[src/hw/rtl/sbsm_pkg.sv]
// Shared types, codes and bank arithmetic helpers for the serial bank switch mapper.
package sbsm_pkg;

  localparam int ADDR_W       = 16;
  localparam int DATA_W       = 8;
  localparam int ACTION_W     = 2;
  localparam int OFFSET_W     = 19;
  localparam int CHR_BASE_W   = 18;
  localparam int BANK_W       = 5;
  localparam int COUNT_W      = 6;
  localparam int MIRROR_W     = 2;
  localparam int CFG_INDEX_W  = 2;
  localparam int CFG_DATA_W   = 6;
  localparam int PRG_BANK_SHIFT = 14;  // 16 KiB program banks
  localparam int CHR_BANK_SHIFT = 12;  // 4 KiB pattern banks

  // Actions carried by an input transaction.
  localparam logic [ACTION_W-1:0] ACT_WRITE   = 2'd0;
  localparam logic [ACTION_W-1:0] ACT_PRG_MAP = 2'd1;
  localparam logic [ACTION_W-1:0] ACT_CHR_MAP = 2'd2;

  // Configuration register indexes.
  localparam logic [CFG_INDEX_W-1:0] CFG_PRG_BANK_COUNT = 2'd0;
  localparam logic [CFG_INDEX_W-1:0] CFG_INIT_MIRROR    = 2'd1;

  // Header mirroring codes.
  localparam logic [MIRROR_W-1:0] HDR_VERTICAL   = 2'd0;
  localparam logic [MIRROR_W-1:0] HDR_HORIZONTAL = 2'd1;

  // Reported mirroring codes.
  localparam logic [MIRROR_W-1:0] MIR_VERTICAL   = 2'd0;
  localparam logic [MIRROR_W-1:0] MIR_HORIZONTAL = 2'd1;
  localparam logic [MIRROR_W-1:0] MIR_SINGLE     = 2'd2;

  // Serial register target selected by address bits 14..13.
  localparam logic [1:0] SEL_CONTROL = 2'd0;
  localparam logic [1:0] SEL_CHR0    = 2'd1;
  localparam logic [1:0] SEL_CHR1    = 2'd2;
  localparam logic [1:0] SEL_PRG     = 2'd3;

  // Control register bit positions.
  localparam int CTRL_MIR_ENABLE = 1;
  localparam int CTRL_MIR_HORZ   = 0;
  localparam int CTRL_PRG_LOW    = 2;
  localparam int CTRL_PRG_16K    = 3;
  localparam int CTRL_CHR_4K     = 4;

  localparam logic [BANK_W-1:0]  CTRL_RESET_SET = 5'h0C;
  localparam logic [COUNT_W-1:0] PRG_COUNT_RESET = 6'd8;

  typedef struct packed {
    logic [ACTION_W-1:0] action;
    logic [ADDR_W-1:0]   address;
    logic [DATA_W-1:0]   write_data;
  } sbsm_item_t;

  typedef struct packed {
    logic [OFFSET_W-1:0]   prg_low;
    logic [OFFSET_W-1:0]   prg_high;
    logic [CHR_BASE_W-1:0] chr_low;
    logic [CHR_BASE_W-1:0] chr_high;
  } sbsm_bases_t;

  // Control mirroring bits for a header mirroring code.
  function automatic logic [1:0] mirror_bits(input logic [MIRROR_W-1:0] hdr);
    logic [1:0] bits;
    if (hdr == HDR_VERTICAL) begin
      bits = 2'b10;
    end else if (hdr == HDR_HORIZONTAL) begin
      bits = 2'b11;
    end else begin
      bits = 2'b00;
    end
    return bits;
  endfunction

  // Base of the last program bank; a count of zero wraps to bank 31.
  function automatic logic [OFFSET_W-1:0] last_bank_base(input logic [COUNT_W-1:0] count);
    logic [BANK_W-1:0] last;
    last = count[BANK_W-1:0] - BANK_W'(1);
    return {last, {PRG_BANK_SHIFT{1'b0}}};
  endfunction

endpackage

[src/hw/rtl/serial_bank_switch_mapper_top.sv]
// Top level of the serial bank switch mapper: input register, mapper state and result register.
//
// This block models a five-bit serially loaded bank switching mapper. Each input
// transaction is a CPU write to the 0x8000-0xFFFF window, a program address translation
// or a pattern address translation, and each one produces exactly one result
// transaction carrying the ROM byte offset, the mirroring after the step and a flag
// set when a write completed the fifth serial bit. A transaction is registered on
// acceptance and processed in the following cycle unless the output register holds a
// stalled result. When it is processed, the mapper state is read and updated and the
// result is captured in the output register, which raises out_valid. The block sustains
// one transaction per cycle as long as the output side does not stall. The input
// register and the output register decouple the two sides: a new transaction is taken
// while a finished result still waits, and in_stall rises only when both registers are
// full and out_stall is high. The configuration port is always ready; the bank count
// and header mirroring should be written only while no transaction is in flight.
module serial_bank_switch_mapper_top (
  input  logic                                 clk,
  input  logic                                 rst_n,

  input  logic                                 in_valid,
  output logic                                 in_stall,
  input  logic [sbsm_pkg::ACTION_W-1:0]        in_action,
  input  logic [sbsm_pkg::ADDR_W-1:0]          in_address,
  input  logic [sbsm_pkg::DATA_W-1:0]          in_write_data,

  output logic                                 out_valid,
  input  logic                                 out_stall,
  output logic [sbsm_pkg::OFFSET_W-1:0]        out_rom_offset,
  output logic [sbsm_pkg::MIRROR_W-1:0]        out_mirror_mode,
  output logic                                 out_register_loaded,

  input  logic                                 cfg_valid,
  output logic                                 cfg_ready,
  input  logic [sbsm_pkg::CFG_INDEX_W-1:0]     cfg_index,
  input  logic [sbsm_pkg::CFG_DATA_W-1:0]      cfg_data
);

  logic                              in_v_r, in_v_nxt;
  sbsm_pkg::sbsm_item_t              in_item_r;
  logic                              out_v_r, out_v_nxt;
  logic [sbsm_pkg::OFFSET_W-1:0]     out_offset_r;
  logic [sbsm_pkg::MIRROR_W-1:0]     out_mirror_r;
  logic                              out_loaded_r;

  logic                              accept;
  logic                              advance;
  sbsm_pkg::sbsm_bases_t             bases;
  logic [sbsm_pkg::MIRROR_W-1:0]     mirror_after;
  logic                              loaded;
  logic [sbsm_pkg::OFFSET_W-1:0]     rom_offset;

  // The held transaction moves on whenever the output register is empty or being drained.
  assign advance   = in_v_r && (!out_v_r || !out_stall);
  assign in_stall  = in_v_r && !advance;
  assign accept    = in_valid && !in_stall;
  assign cfg_ready = 1'b1;

  always_comb begin
    in_v_nxt = in_v_r;
    if (accept) begin
      in_v_nxt = 1'b1;
    end else if (advance) begin
      in_v_nxt = 1'b0;
    end
    out_v_nxt = out_v_r;
    if (advance) begin
      out_v_nxt = 1'b1;
    end else if (!out_stall) begin
      out_v_nxt = 1'b0;
    end
  end

  always_ff @(posedge clk) begin
    if (!rst_n) begin
      in_v_r  <= 1'b0;
      out_v_r <= 1'b0;
    end else begin
      in_v_r  <= in_v_nxt;
      out_v_r <= out_v_nxt;
    end
  end

  always_ff @(posedge clk) begin
    if (accept) begin
      in_item_r.action     <= in_action;
      in_item_r.address    <= in_address;
      in_item_r.write_data <= in_write_data;
    end
    if (advance) begin
      out_offset_r <= rom_offset;
      out_mirror_r <= mirror_after;
      out_loaded_r <= loaded;
    end
  end

  // Mapper state is updated in the same cycle as the transaction is moved to the output.
  sbsm_state u_state (
    .clk          (clk),
    .rst_n        (rst_n),
    .proc         (advance),
    .item         (in_item_r),
    .cfg_we       (cfg_valid && cfg_ready),
    .cfg_index    (cfg_index),
    .cfg_data     (cfg_data),
    .bases        (bases),
    .mirror_after (mirror_after),
    .loaded       (loaded)
  );

  // Translations use the bases as they stand before this transaction.
  sbsm_xlate u_xlate (
    .item       (in_item_r),
    .bases      (bases),
    .rom_offset (rom_offset)
  );

  assign out_valid           = out_v_r;
  assign out_rom_offset      = out_offset_r;
  assign out_mirror_mode     = out_mirror_r;
  assign out_register_loaded = out_loaded_r;

endmodule

[src/hw/rtl/sbsm_state.sv]
// Mapper state: serial loader, bank registers, bank bases and configuration writes.
module sbsm_state (
  input  logic                                clk,
  input  logic                                rst_n,
  input  logic                                proc,
  input  sbsm_pkg::sbsm_item_t                item,
  input  logic                                cfg_we,
  input  logic [sbsm_pkg::CFG_INDEX_W-1:0]    cfg_index,
  input  logic [sbsm_pkg::CFG_DATA_W-1:0]     cfg_data,
  output sbsm_pkg::sbsm_bases_t               bases,
  output logic [sbsm_pkg::MIRROR_W-1:0]       mirror_after,
  output logic                                loaded
);

  logic [3:0]                        shift_bits_r, shift_bits_nxt;
  logic [2:0]                        shift_count_r, shift_count_nxt;
  logic [sbsm_pkg::BANK_W-1:0]       control_r, control_nxt;
  logic [sbsm_pkg::BANK_W-1:0]       chr0_r, chr0_nxt;
  logic [sbsm_pkg::BANK_W-1:0]       chr1_r, chr1_nxt;
  logic [sbsm_pkg::BANK_W-1:0]       prg_r, prg_nxt;
  logic [sbsm_pkg::COUNT_W-1:0]      prg_count_r, prg_count_nxt;
  sbsm_pkg::sbsm_bases_t             bases_r, bases_nxt;

  logic                              is_write;
  logic [1:0]                        sel;
  logic [sbsm_pkg::BANK_W-1:0]       value;
  logic                              commit;

  assign is_write = proc && (item.action == sbsm_pkg::ACT_WRITE) && item.address[15];
  assign sel      = item.address[14:13];
  assign value    = {item.write_data[0], shift_bits_r};
  assign commit   = is_write && !item.write_data[7] && (shift_count_r == 3'd4);

  always_comb begin
    shift_bits_nxt  = shift_bits_r;
    shift_count_nxt = shift_count_r;
    control_nxt     = control_r;
    chr0_nxt        = chr0_r;
    chr1_nxt        = chr1_r;
    prg_nxt         = prg_r;
    prg_count_nxt   = prg_count_r;
    bases_nxt       = bases_r;

    if (is_write) begin
      if (item.write_data[7]) begin
        shift_bits_nxt  = '0;
        shift_count_nxt = '0;
        case (sel)
          sbsm_pkg::SEL_CONTROL: control_nxt = control_r | sbsm_pkg::CTRL_RESET_SET;
          sbsm_pkg::SEL_CHR0:    chr0_nxt = '0;
          sbsm_pkg::SEL_CHR1:    chr1_nxt = '0;
          default:               prg_nxt = '0;
        endcase
      end else if (!commit) begin
        shift_bits_nxt[shift_count_r[1:0]] = item.write_data[0];
        shift_count_nxt = shift_count_r + 3'd1;
      end else begin
        shift_bits_nxt  = '0;
        shift_count_nxt = '0;
        case (sel)
          sbsm_pkg::SEL_CONTROL: control_nxt = value;
          sbsm_pkg::SEL_CHR0:    chr0_nxt = value;
          sbsm_pkg::SEL_CHR1:    chr1_nxt = value;
          default:               prg_nxt = value;
        endcase
        // Bases change only on a bank commit or a bank count configuration write.
        if (sel == sbsm_pkg::SEL_CHR0 || sel == sbsm_pkg::SEL_CHR1) begin
          if (control_r[sbsm_pkg::CTRL_CHR_4K]) begin
            bases_nxt.chr_low  = {1'b0, chr0_nxt, {sbsm_pkg::CHR_BANK_SHIFT{1'b0}}};
            bases_nxt.chr_high = {1'b0, chr1_nxt, {sbsm_pkg::CHR_BANK_SHIFT{1'b0}}};
          end else begin
            bases_nxt.chr_low  = {1'b0, chr0_nxt[4:1], 1'b0,
                                  {sbsm_pkg::CHR_BANK_SHIFT{1'b0}}};
            bases_nxt.chr_high = {1'b0, chr0_nxt[4:1], 1'b1,
                                  {sbsm_pkg::CHR_BANK_SHIFT{1'b0}}};
          end
        end else if (sel == sbsm_pkg::SEL_PRG) begin
          if (!control_r[sbsm_pkg::CTRL_PRG_16K]) begin
            bases_nxt.prg_low  = {prg_nxt[4:1], 1'b0, {sbsm_pkg::PRG_BANK_SHIFT{1'b0}}};
            bases_nxt.prg_high = {prg_nxt[4:1], 1'b1, {sbsm_pkg::PRG_BANK_SHIFT{1'b0}}};
          end else if (control_r[sbsm_pkg::CTRL_PRG_LOW]) begin
            bases_nxt.prg_low  = {prg_nxt, {sbsm_pkg::PRG_BANK_SHIFT{1'b0}}};
            bases_nxt.prg_high = sbsm_pkg::last_bank_base(prg_count_r);
          end else begin
            bases_nxt.prg_low  = '0;
            bases_nxt.prg_high = {prg_nxt, {sbsm_pkg::PRG_BANK_SHIFT{1'b0}}};
          end
        end
      end
    end

    if (cfg_we) begin
      if (cfg_index == sbsm_pkg::CFG_PRG_BANK_COUNT) begin
        prg_count_nxt      = cfg_data;
        bases_nxt.prg_high = sbsm_pkg::last_bank_base(cfg_data);
      end else if (cfg_index == sbsm_pkg::CFG_INIT_MIRROR) begin
        control_nxt[1:0] = sbsm_pkg::mirror_bits(cfg_data[sbsm_pkg::MIRROR_W-1:0]);
      end
    end
  end

  always_ff @(posedge clk) begin
    if (!rst_n) begin
      shift_bits_r     <= '0;
      shift_count_r    <= '0;
      control_r        <= {3'b011, sbsm_pkg::mirror_bits(sbsm_pkg::HDR_VERTICAL)};
      chr0_r           <= '0;
      chr1_r           <= '0;
      prg_r            <= '0;
      prg_count_r      <= sbsm_pkg::PRG_COUNT_RESET;
      bases_r.prg_low  <= '0;
      bases_r.prg_high <= sbsm_pkg::last_bank_base(sbsm_pkg::PRG_COUNT_RESET);
      bases_r.chr_low  <= '0;
      bases_r.chr_high <= {5'b0, 1'b1, {sbsm_pkg::CHR_BANK_SHIFT{1'b0}}};
    end else begin
      shift_bits_r  <= shift_bits_nxt;
      shift_count_r <= shift_count_nxt;
      control_r     <= control_nxt;
      chr0_r        <= chr0_nxt;
      chr1_r        <= chr1_nxt;
      prg_r         <= prg_nxt;
      prg_count_r   <= prg_count_nxt;
      bases_r       <= bases_nxt;
    end
  end

  assign bases   = bases_r;
  assign loaded  = commit;

  always_comb begin
    if (!control_nxt[sbsm_pkg::CTRL_MIR_ENABLE]) begin
      mirror_after = sbsm_pkg::MIR_SINGLE;
    end else if (control_nxt[sbsm_pkg::CTRL_MIR_HORZ]) begin
      mirror_after = sbsm_pkg::MIR_HORIZONTAL;
    end else begin
      mirror_after = sbsm_pkg::MIR_VERTICAL;
    end
  end

endmodule

[src/hw/rtl/sbsm_xlate.sv]
// Address translation of program and pattern accesses into ROM byte offsets.
module sbsm_xlate (
  input  sbsm_pkg::sbsm_item_t               item,
  input  sbsm_pkg::sbsm_bases_t              bases,
  output logic [sbsm_pkg::OFFSET_W-1:0]      rom_offset
);

  logic [sbsm_pkg::OFFSET_W-1:0] prg_base;
  logic [sbsm_pkg::OFFSET_W-1:0] chr_base;

  assign prg_base = item.address[14] ? bases.prg_high : bases.prg_low;
  assign chr_base = item.address[12] ? {1'b0, bases.chr_high} : {1'b0, bases.chr_low};

  always_comb begin
    case (item.action)
      sbsm_pkg::ACT_PRG_MAP: begin
        rom_offset = prg_base + {5'b0, item.address[13:0]};
      end
      sbsm_pkg::ACT_CHR_MAP: begin
        // Pattern addresses of 0x2000 and above map to nothing.
        if (item.address[15:13] == 3'b000) begin
          rom_offset = chr_base + {7'b0, item.address[11:0]};
        end else begin
          rom_offset = '0;
        end
      end
      default: rom_offset = '0;
    endcase
  end

endmodule
[config.mk]
export PLATFORM = sky130hd
export DESIGN_NAME = serial_bank_switch_mapper_top
export DESIGN_NICKNAME = d
export VERILOG_FILES = /design/src/hw/rtl/sbsm_pkg.sv /design/src/hw/rtl/serial_bank_switch_mapper_top.sv /design/src/hw/rtl/sbsm_state.sv /design/src/hw/rtl/sbsm_xlate.sv
export SDC_FILE = /design/constraint.sdc
export NUM_CORES = 1
export LEC_CHECK = 0
export BUFFER_PORTS_ARGS = -buffer_cell sky130_fd_sc_hd__buf_2
export CORE_AREA = 2 2 106 108
export DETAILED_ROUTE_END_ITERATION = 10
export DIE_AREA = 0 0 108 110
export GPL_TIMING_DRIVEN = 0
export PLACE_DENSITY = 0.85
export SYNTH_ARGS = -nofsm -noshare
export SYNTH_HDL_FRONTEND = slang
export SYNTH_SLANG_ARGS = --single-unit
[constraint.sdc]
create_clock -name clk -period 2.6 [get_ports clk]
set_clock_uncertainty 0.15 [all_clocks]
set_input_delay 0.78 -clock clk [delete_from_list [all_inputs] [get_ports clk]]
set_output_delay 0.78 -clock clk [all_outputs]
set_load 0.1 [all_outputs]
# Word-level counts from Yosys, hierarchy flattened
# Index checks and enable logic that the tools add are counted.
[totals]
regBits = 155
inputBits = 39
output_inout_bits = 25
elab_cells = 122
[op_classes]
n_addsub = 5
magnitude_cmp = 2
eq_ne = 12
mux = 49
n_bitwise = 2
n_reduce_logical = 31
[ops]
columns = ["cell", "count"]
rows = [
  ["2-to-1 mux 55 bit", 3],
  ["2-to-1 mux 19 bit", 6],
  ["2-to-1 mux 38 bit", 2],
  ["2-to-1 mux 5 bit", 15],
  ["case mux 19 bit (2 select lines)", 1],
  ["2-to-1 mux 35 bit", 1],
  ["2-to-1 mux 31 bit", 1],
  ["adder 19 x 12 -> 19 bit", 1],
  ["adder 19 x 14 -> 19 bit", 1],
  ["2-to-1 mux 18 bit", 1],
  ["2-to-1 mux 2 bit", 6],
  ["2-to-1 mux 4 bit", 3],
  ["AND reduction 3 bit", 4],
  ["subtractor 5 x 1 -> 5 bit, second input constant", 2],
  ["== test 2 x 1 -> 1 bit, second input constant", 4],
  ["logical AND 1 bit", 8],
  ["logical NOT 2 bit", 4],
  ["AND reduction 4 bit", 2],
  ["== test 2 bit, second input constant", 3],
  ["2-to-1 mux 1 bit", 6],
  ["2-to-1 mux 3 bit", 2],
  ["inequality test 2 x 1 -> 1 bit, second input constant", 3],
  ["logical NOT 1 bit", 5],
  ["AND reduction 5 bit", 1],
  ["other kinds (13)", 16],
]

# Logic depth before layout (Yosys ltp)
# Gate-level depths: netlist of the first run.
[depth]
ltp_word = 14
ltp_mapped = 11
mapped_depth_nobuf = 10

# Hierarchy
# Synthesis of the first run repeated with hierarchy kept, for this count alone.
[unflattened]
hier_cells = 717
hier_area_um2 = 7128.1
[modules_own_cells]
columns = ["mod", "instances", "cells_per_inst", "area_each_um2", "seq_area_each_um2"]
rows = [
  ["sbsm_state", 1, 377, 3423.3, 1321.3],
  ["sbsm_xlate", 1, 282, 2168.3, 0.0],
  ["serial_bank_switch_mapper_top", 1, 58, 1536.5, 1481.4],
]

# Worst setup path after synthesis of the first run
# OpenSTA, ideal clock, no wires.
[synth_timing]
path_type = "reg-to-reg"
from = "register out_v_r (netlist: out_valid)"
to = "register in_item_r[0] (netlist name), enable pin"
setup_ps = 390
t_arrival_ps = 2458
t_required_ps = 2060
setup_slack_ps = -398
path_stages_with_launch = 3
n_path_buf = 0
synth_period_minus_slack_ps = 2998
path_cell_list = "dfxtp_1 -> and3_1 -> nor2b_1"
[synth_between]
elab_chain_cells = 7
[synth_lines]
columns = ["item", "line_no", "text"]
rows = [
  ["start: declaration", "serial_bank_switch_mapper_top.sv:40", "logic out_v_r, out_v_nxt;"],
  ["start signal: assignment", "serial_bank_switch_mapper_top.sv:79", "out_v_r <= out_v_nxt;"],
  ["logical NOT 1 bit", "serial_bank_switch_mapper_top.sv:53", "assign advance = in_v_r && (!out_v_r || !out_stall);"],
  ["logical OR 1 bit", "serial_bank_switch_mapper_top.sv:53", ""],
  ["logical AND 1 bit", "serial_bank_switch_mapper_top.sv:53", ""],
  ["logical NOT 1 bit", "serial_bank_switch_mapper_top.sv:54", "assign in_stall = in_v_r && !advance;"],
  ["logical AND 1 bit", "serial_bank_switch_mapper_top.sv:54", ""],
  ["via in_stall", "serial_bank_switch_mapper_top.sv:21", "output logic in_stall,"],
  ["logical NOT 1 bit", "serial_bank_switch_mapper_top.sv:55", "assign accept = in_valid && !in_stall;"],
  ["logical AND 1 bit", "serial_bank_switch_mapper_top.sv:55", ""],
  ["via accept", "serial_bank_switch_mapper_top.sv:45", "logic accept;"],
  ["end: declaration", "serial_bank_switch_mapper_top.sv:39", "sbsm_pkg::sbsm_item_t in_item_r;"],
]
# The timed path passes the listed nets, and every way through them passes these cells.
# A chain may end at the register's enable or synchronous reset.

# Worst setup path after layout of the first run
[layout_timing]
from = "register in_item_r[22] (netlist name)"
to = "register out_offset_r (netlist bit out_rom_offset[18]) (data pin)"
[layout_between]
elab_chain_cells = 3
elab_cells_between_ends = 5
cone_classes = "1 x add/sub; 3 x mux; 1 x reduce/logical"
[layout_lines]
columns = ["item", "line_no", "text"]
rows = [
  ["2-to-1 mux 19 bit / logical NOT 3 bit (equally long branches)", "sbsm_xlate.sv:11, sbsm_xlate.sv:21", ""],
  ["adder 19 x 14 -> 19 bit / 2-to-1 mux 19 bit (equally long branches)", "sbsm_xlate.sv:17, sbsm_xlate.sv:21", ""],
  ["case mux 19 bit (2 select lines) *", "sbsm_xlate.sv:15", "case (item.action)"],
  ["end signal: assignment", "serial_bank_switch_mapper_top.sv:90", "out_offset_r <= rom_offset;"],
  ["end: declaration", "serial_bank_switch_mapper_top.sv:41", "logic [sbsm_pkg::OFFSET_W-1:0] out_offset_r;"],
]
# Every way passes the cells marked *; elsewhere a longest branch is shown, timed or not.

==> flow_summary.json, run 1 <==
{
  "status": "finished with violations",
  "violations": "negative setup slack",
  "yosysWarnings": 0,
  "diodes": 0,
  "routed_wl_microns": 16000,
  "finalSetupViolCount": 13,
  "grt_pass1_vias": 4740,
  "worstPathArrival_ns": 3.12,
  "fp.dieW_microns": 108,
  "dieArea_sq_um": 11900,
  "critPathKind": "flip-flop to flip-flop",
  "post-route-min-period_ns": 3.04,
  "rr_worst_depth": 13,
  "dp_hpwl_microns": 9340,
  "vdd_drop_max_uv": 393,
  "finalNonFillerCells": 810,
  "gp_congestion": 0.892,
  "synth_area_leader_cell": "dfxtp_1",
  "core_sq_um": 10700,
  "holdPathEnd": "u_state.bases[39]",
  "fillers": 785,
  "max-cap-violations": 0,
  "avgSynthCellArea_sq_um": 9.78,
  "p_per_area_nw_per_um2": 483,
  "r2r-end": "out_rom_offset[18]",
  "cts_hold_buf": 0,
  "cp_max_fo": 7,
  "antenna_found_initial": 0,
  "viasPerCell": 6.03,
  "period_share": 1.17,
  "avgRoutedWirePerCell_microns": 19.8,
  "worstSkewPairLatency_ns": 0.39,
  "path_clk_slew_ns": 0.10,
  "ys_ff_latch": 110,
  "drcViolationCount": 0,
  "initial_core_util": 0.523,
  "area_growth_pct": 24.3,
  "final_net_count": 733,
  "clock.fmax_mhz": 328,
  "die_y_microns": 110,
  "first_pass_iters": 5,
  "seqPwrFrac": 0.558,
  "max_slew_margin": 0.124,
  "p_leak_nw": 2.64,
  "netlist_top_cells_area": "dfxtp_1, edfxtp_1, ha_1, mux2i_1, nand2_1",
  "p_comb_frac": 0.142,
  "rrSetupSlack_ns": -0.44,
  "worstPathRequired_ns": 2.67,
  "syn-num-nets": 640,
  "numCtsBuffers": 9,
  "cts_buffer_depth": 2,
  "register_area_sq_um": 2620,
  "multi_input_area_sq_um": 3220,
  "grt_start_max_net_pins": 21,
  "row_count": 38,
  "sw_frac_of_total": 0.282,
  "grt_pass1_wl_microns": 22600,
  "start_kind": "flip-flop",
  "place_ws_ns": -0.586,
  "hold_viol": 0,
  "clock_power_share": 0.301,
  "setup_slack_ns": -0.445,
  "netlist.area_leader.share": 0.243,
  "drt-initial-drc-count": 318,
  "reg2reg_from": "in_item_r[22]",
  "worst_pin_slew_ns": 1.31,
  "synth_cell_types": 56,
  "cts_root_buf": "clkbuf_8",
  "synth_async_sr_flop_share": 0,
  "synth_edf_count": 42,
  "clock-sinks": 110,
  "syn_area_sq_um": 5590,
  "end_kind": "flip-flop",
  "tritoncts": "done",
  "holdPathStages": 1,
  "numPlacedInstances": 767,
  "detail-route-antenna-nets": 0,
  "intPower_mw": 2.41,
  "drive_gt1_frac": 0.261,
  "min_from": "u_state.bases[39]",
  "ios": 64,
  "vias": 4887,
  "slew_viol_final": 0,
  "htreeDepth": 3,
  "ys_seq_area_frac": 0.469,
  "rsz0062_at_grt": "true",
  "grt_overflow": 0,
  "holdCritPathClass": "flip-flop to flip-flop",
  "grt_use_total": 0.251,
  "ys.flop_type": "dfxtp_1",
  "switchingPower_mw": 0.946,
  "netlist_instances": 572,
  "port_buffers": 55
}
## cells in the mapped netlist (18+ instances only)
cell type / instances
mux2i_1: 27
a21boi_0: 19
edfxtp_1: 42
nand3_1: 20
clkbuf_1: 18
nand2_1: 65
nor2b_1: 28
dfxtp_1: 68
ha_1: 28
a21oi_1: 32
and2_1: 34
o21ai_0: 27
nor2_1: 19
## worst max-delay path by stage
stage | start | end | slack [ns] | depth (start not counted)
floorplan | in_item_r[22] | out_rom_offset[15] | -0.06 | 11
global placement | out_stall | u_state.control_r[3] | -0.51 | 7
detailed placement | out_stall | u_state.control_r[3] | -0.59 | 7
CTS | in_item_r[22] | out_rom_offset[17] | -0.17 | 12
global route | in_item_r[22] | out_rom_offset[18] | -0.47 | 13
finish | in_item_r[22] | out_rom_offset[18] | -0.44 | 13
## final cells by class
cell class / instances / share of cell area
buffer: 27 / 0.0227
clock buffer: 15 / 0.0254
clock inverter: 1 / 0.000540
timing repair buffer: 83 / 0.0756
sequential: 110 / 0.377
inverter: 17 / 0.00954
tap: 140 / 0.0252
multi-input combinational: 417 / 0.464
## power groups by stage
stage               Combinational, mW  Sequential (mW)  Clock, mW
floorplan                       0.183             2.03          0
global placement                0.398             1.90          0
detailed placement              0.407             1.91          0
CTS                             0.444             1.87       1.01
global route                    0.499             1.88       1.08
finish                          0.475             1.87       1.01
## per-layer routing
metal,track usage,vias up,wire [microns]
li1,-,2224,-
met1,0.278,2300,5950
met2,0.431,271,7730
met3,0.0664,92,1330
met4,0.159,0,987
met5,0,-,0
## cell usage in the layout, fill, tap and decap left out, types with 16 or more instances in the layout
cell type / count
dfxtp_1: 67
nand2_1: 60
buf_2: 58
edfxtp_1: 42
and2_1: 30
mux2i_1: 27
nor2b_1: 26
a21oi_1: 24
buf_4: 21
a21boi_0: 19
clkbuf_1: 18
nand3_1: 17
nor2_1: 17
o21ai_0: 17
nor3_1: 16
ha_1: 16
## stage by stage
step / total power [mW] / instance area (sq um) / hold slack [ns] / setup TNS [ns] / utilization
global route: 3.46 / 6950 / 0.328 / -4.47 / 0.650
CTS: 3.32 / 6710 / 0.314 / -1.01 / 0.627
global placement: 2.30 / 6170 / 0.284 / -24.66 / 0.577
detailed placement: 2.31 / 6170 / 0.292 / -30.19 / 0.577
finish: 3.36 / 6950 / 0.326 / -4.07 / 0.650
floorplan: 2.21 / 5720 / 0.272 / -0.111 / -
## repair_timing
action                     4_1_cts  5_1_grt
setup endpoints to repair       43       23
pin swaps                       18       20
cloned                           2        0
buffers inserted                16       11
resized for setup               37       46
## kinds of logic after synthesis
logic type / synth area share
adder cells (fa/ha/maj): 0.0662
flip-flops: 0.469
multiplexers: 0.0544
XOR/XNOR: 0.0298
buffers and inverters: 0.0342
AND/OR/NAND/NOR: 0.191
AO/OA/AOI/OAI: 0.155
other: 0.000670
## critical path, stage by stage, from the launching register on
cell and delay [ns]:
edfxtp_1 0.48, buf_8 0.16, clkbuf_16 0.16, nand2_8 0.05, buf_4 0.14, buf_6 0.11
fa_2 0.35, nand2b_4 0.18, a21oi_4 0.25, o21ai_4 0.10, o21ai_4 0.26, buf_4 0.16
nand3_1 0.08, a21oi_1 0.24
## registers in the layout, indices dropped and copies added, names as in the netlist
name / flops
u_state.bases: 34
in_item_r: 20
out_rom_offset: 19
u_state.chr0_r: 5
u_state.chr1_r: 5
u_state.control_r: 5
u_state.prg_count_r: 5
u_state.prg_r: 5
u_state.shift_bits_r: 4
u_state.shift_count_r: 3
out_mirror_mode: 2
in_v_r: 1
out_register_loaded: 1
out_valid: 1
Note: power is estimated with default switching activity, not from simulation.
==> run 2, diff against run 1 <==
--- a/config.mk
+++ b/config.mk
@@ -6,11 +6,13 @@
 export NUM_CORES = 1
 export LEC_CHECK = 0
 export BUFFER_PORTS_ARGS = -buffer_cell sky130_fd_sc_hd__buf_2
-export CORE_AREA = 2 2 106 108
+export CELL_PAD_IN_SITES_DETAIL_PLACEMENT = 0
+export CELL_PAD_IN_SITES_GLOBAL_PLACEMENT = 1
+export CORE_AREA = 2 2 127 98
 export DETAILED_ROUTE_END_ITERATION = 10
-export DIE_AREA = 0 0 108 110
+export DIE_AREA = 0 0 129 100
 export GPL_TIMING_DRIVEN = 0
-export PLACE_DENSITY = 0.85
+export PLACE_DENSITY = 0.94
 export SYNTH_ARGS = -nofsm -noshare
 export SYNTH_HDL_FRONTEND = slang
 export SYNTH_SLANG_ARGS = --single-unit
==> constraint.sdc (replaced) <==
create_clock -name clk -period 3.7 [get_ports clk]
set_clock_uncertainty 0.15 [all_clocks]
set_input_delay 1.11 -clock clk [delete_from_list [all_inputs] [get_ports clk]]
set_output_delay 1.11 -clock clk [all_outputs]
set_load 0.1 [all_outputs]
==> run 2 against run 1 <==
  * The flow now finishes without violations
  * Global-route usage down 4.1 points
  * Flip-flop and latch count unchanged
  * Power down 24%
  * Non-clock buffer count down 25
  * Final cell count unchanged
  * Hold slack worse by 0.023 ns
  * Combinational power down 40%
  * Sequential share of layout area up 3.2 points
  * Count of clock-buffer cells in the layout down 5
  * Fmax down 11%
  * Routed wire length down 19%
  * Largest power group unchanged
==> flow_summary.json, run 2 (same netlist as run 1, synthesis figures left out) <==
{
  "status": "finished clean",
  "routed_wl_microns": 13000,
  "layout_commonest_cell": "dfxtp_1",
  "holdPathStages": 1,
  "rr_worst_depth": 11,
  "numCtsBuffers": 9,
  "initial_core_util": 0.471,
  "grt_pass1_wl_microns": 21200,
  "drcViolationCount": 0,
  "vdd_drop_max_uv": 211,
  "reg2reg_from": "in_item_r[22]",
  "register_area_sq_um": 2620,
  "setup_tns_ns": 0,
  "grt_use_total": 0.210,
  "max_slew_margin": 0.320,
  "p_leak_nw": 2.47,
  "gp_congestion": 0.869,
  "first_pass_iters": 5,
  "fp.dieW_microns": 129,
  "post-route-min-period_ns": 3.42,
  "dieArea_sq_um": 12900,
  "worstSkewPairLatency_ns": 0.35,
  "hold_viol": 0,
  "end_kind": "flip-flop",
  "drt-initial-drc-count": 389,
  "path_clk_slew_ns": 0.07,
  "cp_max_fo": 10,
  "largest_reg_flops": 34,
  "htreeDepth": 3,
  "area_growth_pct": 14.5,
  "r2r-end": "out_rom_offset[14]",
  "holdCritPathClass": "flip-flop to flip-flop",
  "multi_input_area_sq_um": 2790,
  "grt_overflow": 0,
  "place_ws_ns": 0.0164,
  "viasPerCell": 5.49,
  "holdPathEnd": "u_state.bases[36]",
  "antenna_found_initial": 0,
  "final_cell_mix": "dfxtp_1, nand2_1, buf_2",
  "cts_root_buf": "clkbuf_16",
  "start_kind": "flip-flop",
  "ios": 64,
  "fillers": 1048,
  "p_per_area_nw_per_um2": 401,
  "clock-sinks": 110,
  "clock.fmax_mhz": 292,
  "cts_buffer_depth": 2,
  "vias": 4449,
  "port_buffers": 55,
  "cts_hold_buf": 0,
  "core_sq_um": 11900,
  "detail-route-antenna-nets": 0,
  "final_net_count": 707,
  "die_y_microns": 100,
  "grt_start_max_net_pins": 26,
  "diodes": 0,
  "worstPathRequired_ns": 3.63,
  "setup_slack_ns": 0.279,
  "max-cap-violations": 0,
  "row_count": 35,
  "tritoncts": "done",
  "avgRoutedWirePerCell_microns": 16.0,
  "grt_pass1_vias": 4241,
  "drive_gt1_frac": 0.149,
  "worst_pin_slew_ns": 1.02,
  "rsz0062_at_grt": "false",
  "fin_util": 0.540,
  "slew_viol_final": 0,
  "critPathKind": "flip-flop to flip-flop",
  "period_share": 0.925,
  "finalSetupViolCount": 0,
  "min_from": "u_state.bases[36]",
  "rrSetupSlack_ns": 0.28,
  "dp_hpwl_microns": 9780,
  "worstPathArrival_ns": 3.35
}
==> run 2: cell type report <==
cell class              count  area share
clock buffers              10      0.0357
inverters                  17     0.00996
plain buffers              29      0.0203
flip-flops and latches    110       0.409
clock inverters             6      0.0107
well taps                 166      0.0324
repair buffers             56      0.0453
multi-input cells         416       0.436
==> run 2: metal layers <==
| metal | global-route usage | vias up | wire (microns) |
|---|---|---|---|
| li1 | - | 2175 | - |
| met1 | 0.290 | 2141 | 6280 |
| met2 | 0.329 | 117 | 5850 |
| met3 | 0.0506 | 16 | 650 |
| met4 | 0.0644 | 0 | 203 |
| met5 | 0 | - | 0 |
==> run 2: what timing repair did <==
item | 4_1_cts | 5_1_grt
gates resized for setup | 1 | 3
endpoints found under the setup margin | 1 | 3
cloned | 0 | 0
buffers inserted | 0 | 0
==> run 2: worst max path at each step <==
stage	depth (start not counted)	slack [ns]	startpoint	to
3_5_place_dp	10	0.02	in_item_r[22]	out_rom_offset[14]
3_3_place_gp	7	-0.23	out_stall	u_state.control_r[3]
6_report	11	0.28	in_item_r[22]	out_rom_offset[14]
2_1_floorplan	2	0.43	out_stall	in_item_r[0]
4_1_cts	10	0.16	in_item_r[22]	out_rom_offset[14]
5_1_grt	11	0.05	in_item_r[22]	out_rom_offset[14]
==> run 2: through the flow <==
stage                     cells  hold WS (ns)  power, mW  cell area (sq um)
final                       810         0.303       2.57               6400
after global placement      793         0.284       1.61               6080
after global routing        810         0.320       2.66               6400
after detailed placement    794         0.288       1.62               6100
after floorplan             572         0.272       1.54               5590
after CTS                   810         0.306       2.59               6400
==> run 2: critical path: stages (launching register included) <==
cell	delay, ns
edfxtp_1	0.52
clkbuf_2	0.32
and2_1	0.17
ha_1	0.22
inv_1	0.07
fa_1	0.39
nand2b_1	0.22
a21oi_2	0.24
o21ai_0	0.21
o21ai_2	0.30
xor2_1	0.22
o22ai_1	0.11
==> run 2: where the power goes <==
group | switching (mW) | internal, mW | total, mW
clock | 0.442 | 0.530 | 0.973
combinational | 0.207 | 0.0781 | 0.285
sequential | 0.0196 | 1.29 | 1.31
==> run 3, diff against run 2 <==
--- a/config.mk
+++ b/config.mk
@@ -13,6 +13,7 @@
 export DIE_AREA = 0 0 129 100
 export GPL_TIMING_DRIVEN = 0
 export PLACE_DENSITY = 0.94
+export REMOVE_ABC_BUFFERS = 1
 export SYNTH_ARGS = -nofsm -noshare
 export SYNTH_HDL_FRONTEND = slang
 export SYNTH_SLANG_ARGS = --single-unit
==> run 3 against run 2 <==
  * Register-to-register slack gained 0.17 ns
  * Flip-flop and latch count unchanged
  * Fmax grew 0.18%
  * Final cell count down 3.2%
  * Sequential share of layout area up 0.82 points
  * Power down 3.0%
  * Largest power group unchanged
  * Critical path depth is 5 lower
  * Sequential power hardly changed
  * Via count down 5.0%
  * Non-clock buffer count fell by 28
  * Utilization is 1.1 points lower
  * Count of clock-buffer cells in the layout did not move
==> flow_summary.json, run 3 (same netlist as run 1, synthesis figures left out) <==
{
  "core_sq_um": 11900,
  "critPathKind": "primary input to flip-flop",
  "gp_congestion": 0.864,
  "critPathSlowestCell": "and4_1",
  "drcViolationCount": 0,
  "row_count": 35,
  "path_clk_slew_ns": 0.07,
  "cts_root_buf": "clkbuf_16",
  "ios": 64,
  "final_area_sq_um": 6280,
  "cp_max_fo": 14,
  "layout_commonest_cell": "dfxtp_1",
  "first_pass_iters": 4,
  "vdd_drop_max_uv": 242,
  "worst_pin_slew_ns": 0.967,
  "p_leak_nw": 2.40,
  "vias": 4225,
  "initial_core_util": 0.471,
  "worstPathArrival_ns": 3.51,
  "dp_hpwl_microns": 8400,
  "status": "finished clean",
  "routed_wl_microns": 12200,
  "grt_start_max_net_pins": 57,
  "cts_hold_buf": 0,
  "min_from": "u_state.bases[36]",
  "end_kind": "flip-flop",
  "area_growth_pct": 12.3,
  "rsz0062_at_grt": "false",
  "whs_ns": 0.302,
  "drive_gt1_frac": 0.138,
  "antenna_found_initial": 0,
  "hold_viol": 0,
  "htreeDepth": 3,
  "fp.dieW_microns": 129,
  "dieArea_sq_um": 12900,
  "max-cap-violations": 0,
  "numCtsBuffers": 9,
  "final_net_count": 681,
  "reg2reg_from": "in_item_r[22]",
  "grt_pass1_vias": 4035,
  "finalSetupViolCount": 0,
  "clock.fmax_mhz": 293,
  "port_buffers": 55,
  "place_area_sq_um": 5970,
  "fillers": 1053,
  "start_kind": "primary input",
  "grt_use_total": 0.192,
  "post-route-min-period_ns": 3.41,
  "worstPathCellList": "buf_2 > a21boi_4 > and4_1 > nand3b_1 > nor2b_1 > and2_1",
  "grt_overflow": 0,
  "viasPerCell": 5.39,
  "diodes": 0,
  "cts_buffer_depth": 2,
  "drt-initial-drc-count": 362,
  "tritoncts": "done",
  "holdCritPathClass": "flip-flop to flip-flop",
  "clock-sinks": 110,
  "p_per_area_nw_per_um2": 397,
  "worstSkewPairLatency_ns": 0.35,
  "worstPathRequired_ns": 3.80,
  "period_share": 0.923,
  "largest_reg_flops": 34,
  "crit_buf_inv": 1,
  "detail-route-antenna-nets": 0,
  "grt_pass1_wl_microns": 19600,
  "post_cts_resize_count": 0,
  "cp_top_family": "simple AND/OR/NAND/NOR gates",
  "crit_start": "out_stall",
  "slew_viol_final": 0,
  "slowest_delay_ns": 0.67,
  "max_slew_margin": 0.354,
  "final_cell_mix": "dfxtp_1, nand2_1, buf_2",
  "die_y_microns": 100,
  "avgRoutedWirePerCell_microns": 15.5
}
## run 3: cell count changes in the layout (fill, tap and decap cells not counted), sizes merged
cell,delta
clkbuf,-19
buf,-9
clkinv,+2
a21boi,+1
bufinv,-1
inv,-1
nand3b,+1
## run 3: area by class of cell
| class | count | area [sq um] | area share |
|---|---|---|---|
| multi-input combinational | 418 | 2810 | 0.447 |
| clock buffer | 10 | 229 | 0.0365 |
| clock inverter | 6 | 46.3 | 0.00737 |
| sequential | 110 | 2620 | 0.418 |
| timing repair buffer | 57 | 302 | 0.0480 |
| inverter | 17 | 63.8 | 0.0102 |
| tap | 166 | 208 | 0.0331 |
## run 3: layer usage
layer,track usage,up-vias,routed length [microns]
li1,-,2125,-
met1,0.266,1988,5910
met2,0.302,95,5510
met3,0.0405,17,574
met4,0.0610,0,182
met5,0,-,0
## run 3: where the power goes
part	switching (mW)	internal (mW)	leakage [nW]
sequential	0.0241	1.29	0.952
clock	0.441	0.461	0.131
combinational	0.197	0.0761	1.32
## run 3: repair_timing
action,CTS,global route
pin swaps,1,1
cloned,1,1
setup endpoints to repair,19,21
setup buffers,0,1
## run 3: final timing paths
check	endpoint	slack, ns	cells after the start
worst min-delay path	u_state.bases[36]	0.30	1
worst max register to register	out_rom_offset[14]	0.45	10
worst min register to register	u_state.bases[36]	0.30	1
worst max-delay path	u_state.bases[41]	0.29	6
## run 3: metrics by stage
stage          instances   util  TNS (ns)  total power, mW  worst slack, ns
4_1_cts              782  0.527         0             2.50           0.0900
3_3_place_gp         764  0.501    -29.56             1.60           -0.891
3_5_place_dp         765  0.503    -13.96             1.61           -0.560
5_1_grt              784  0.529         0             2.57           0.0851
6_report             784  0.529         0             2.49            0.285
2_1_floorplan        543      -         0             1.53            0.153
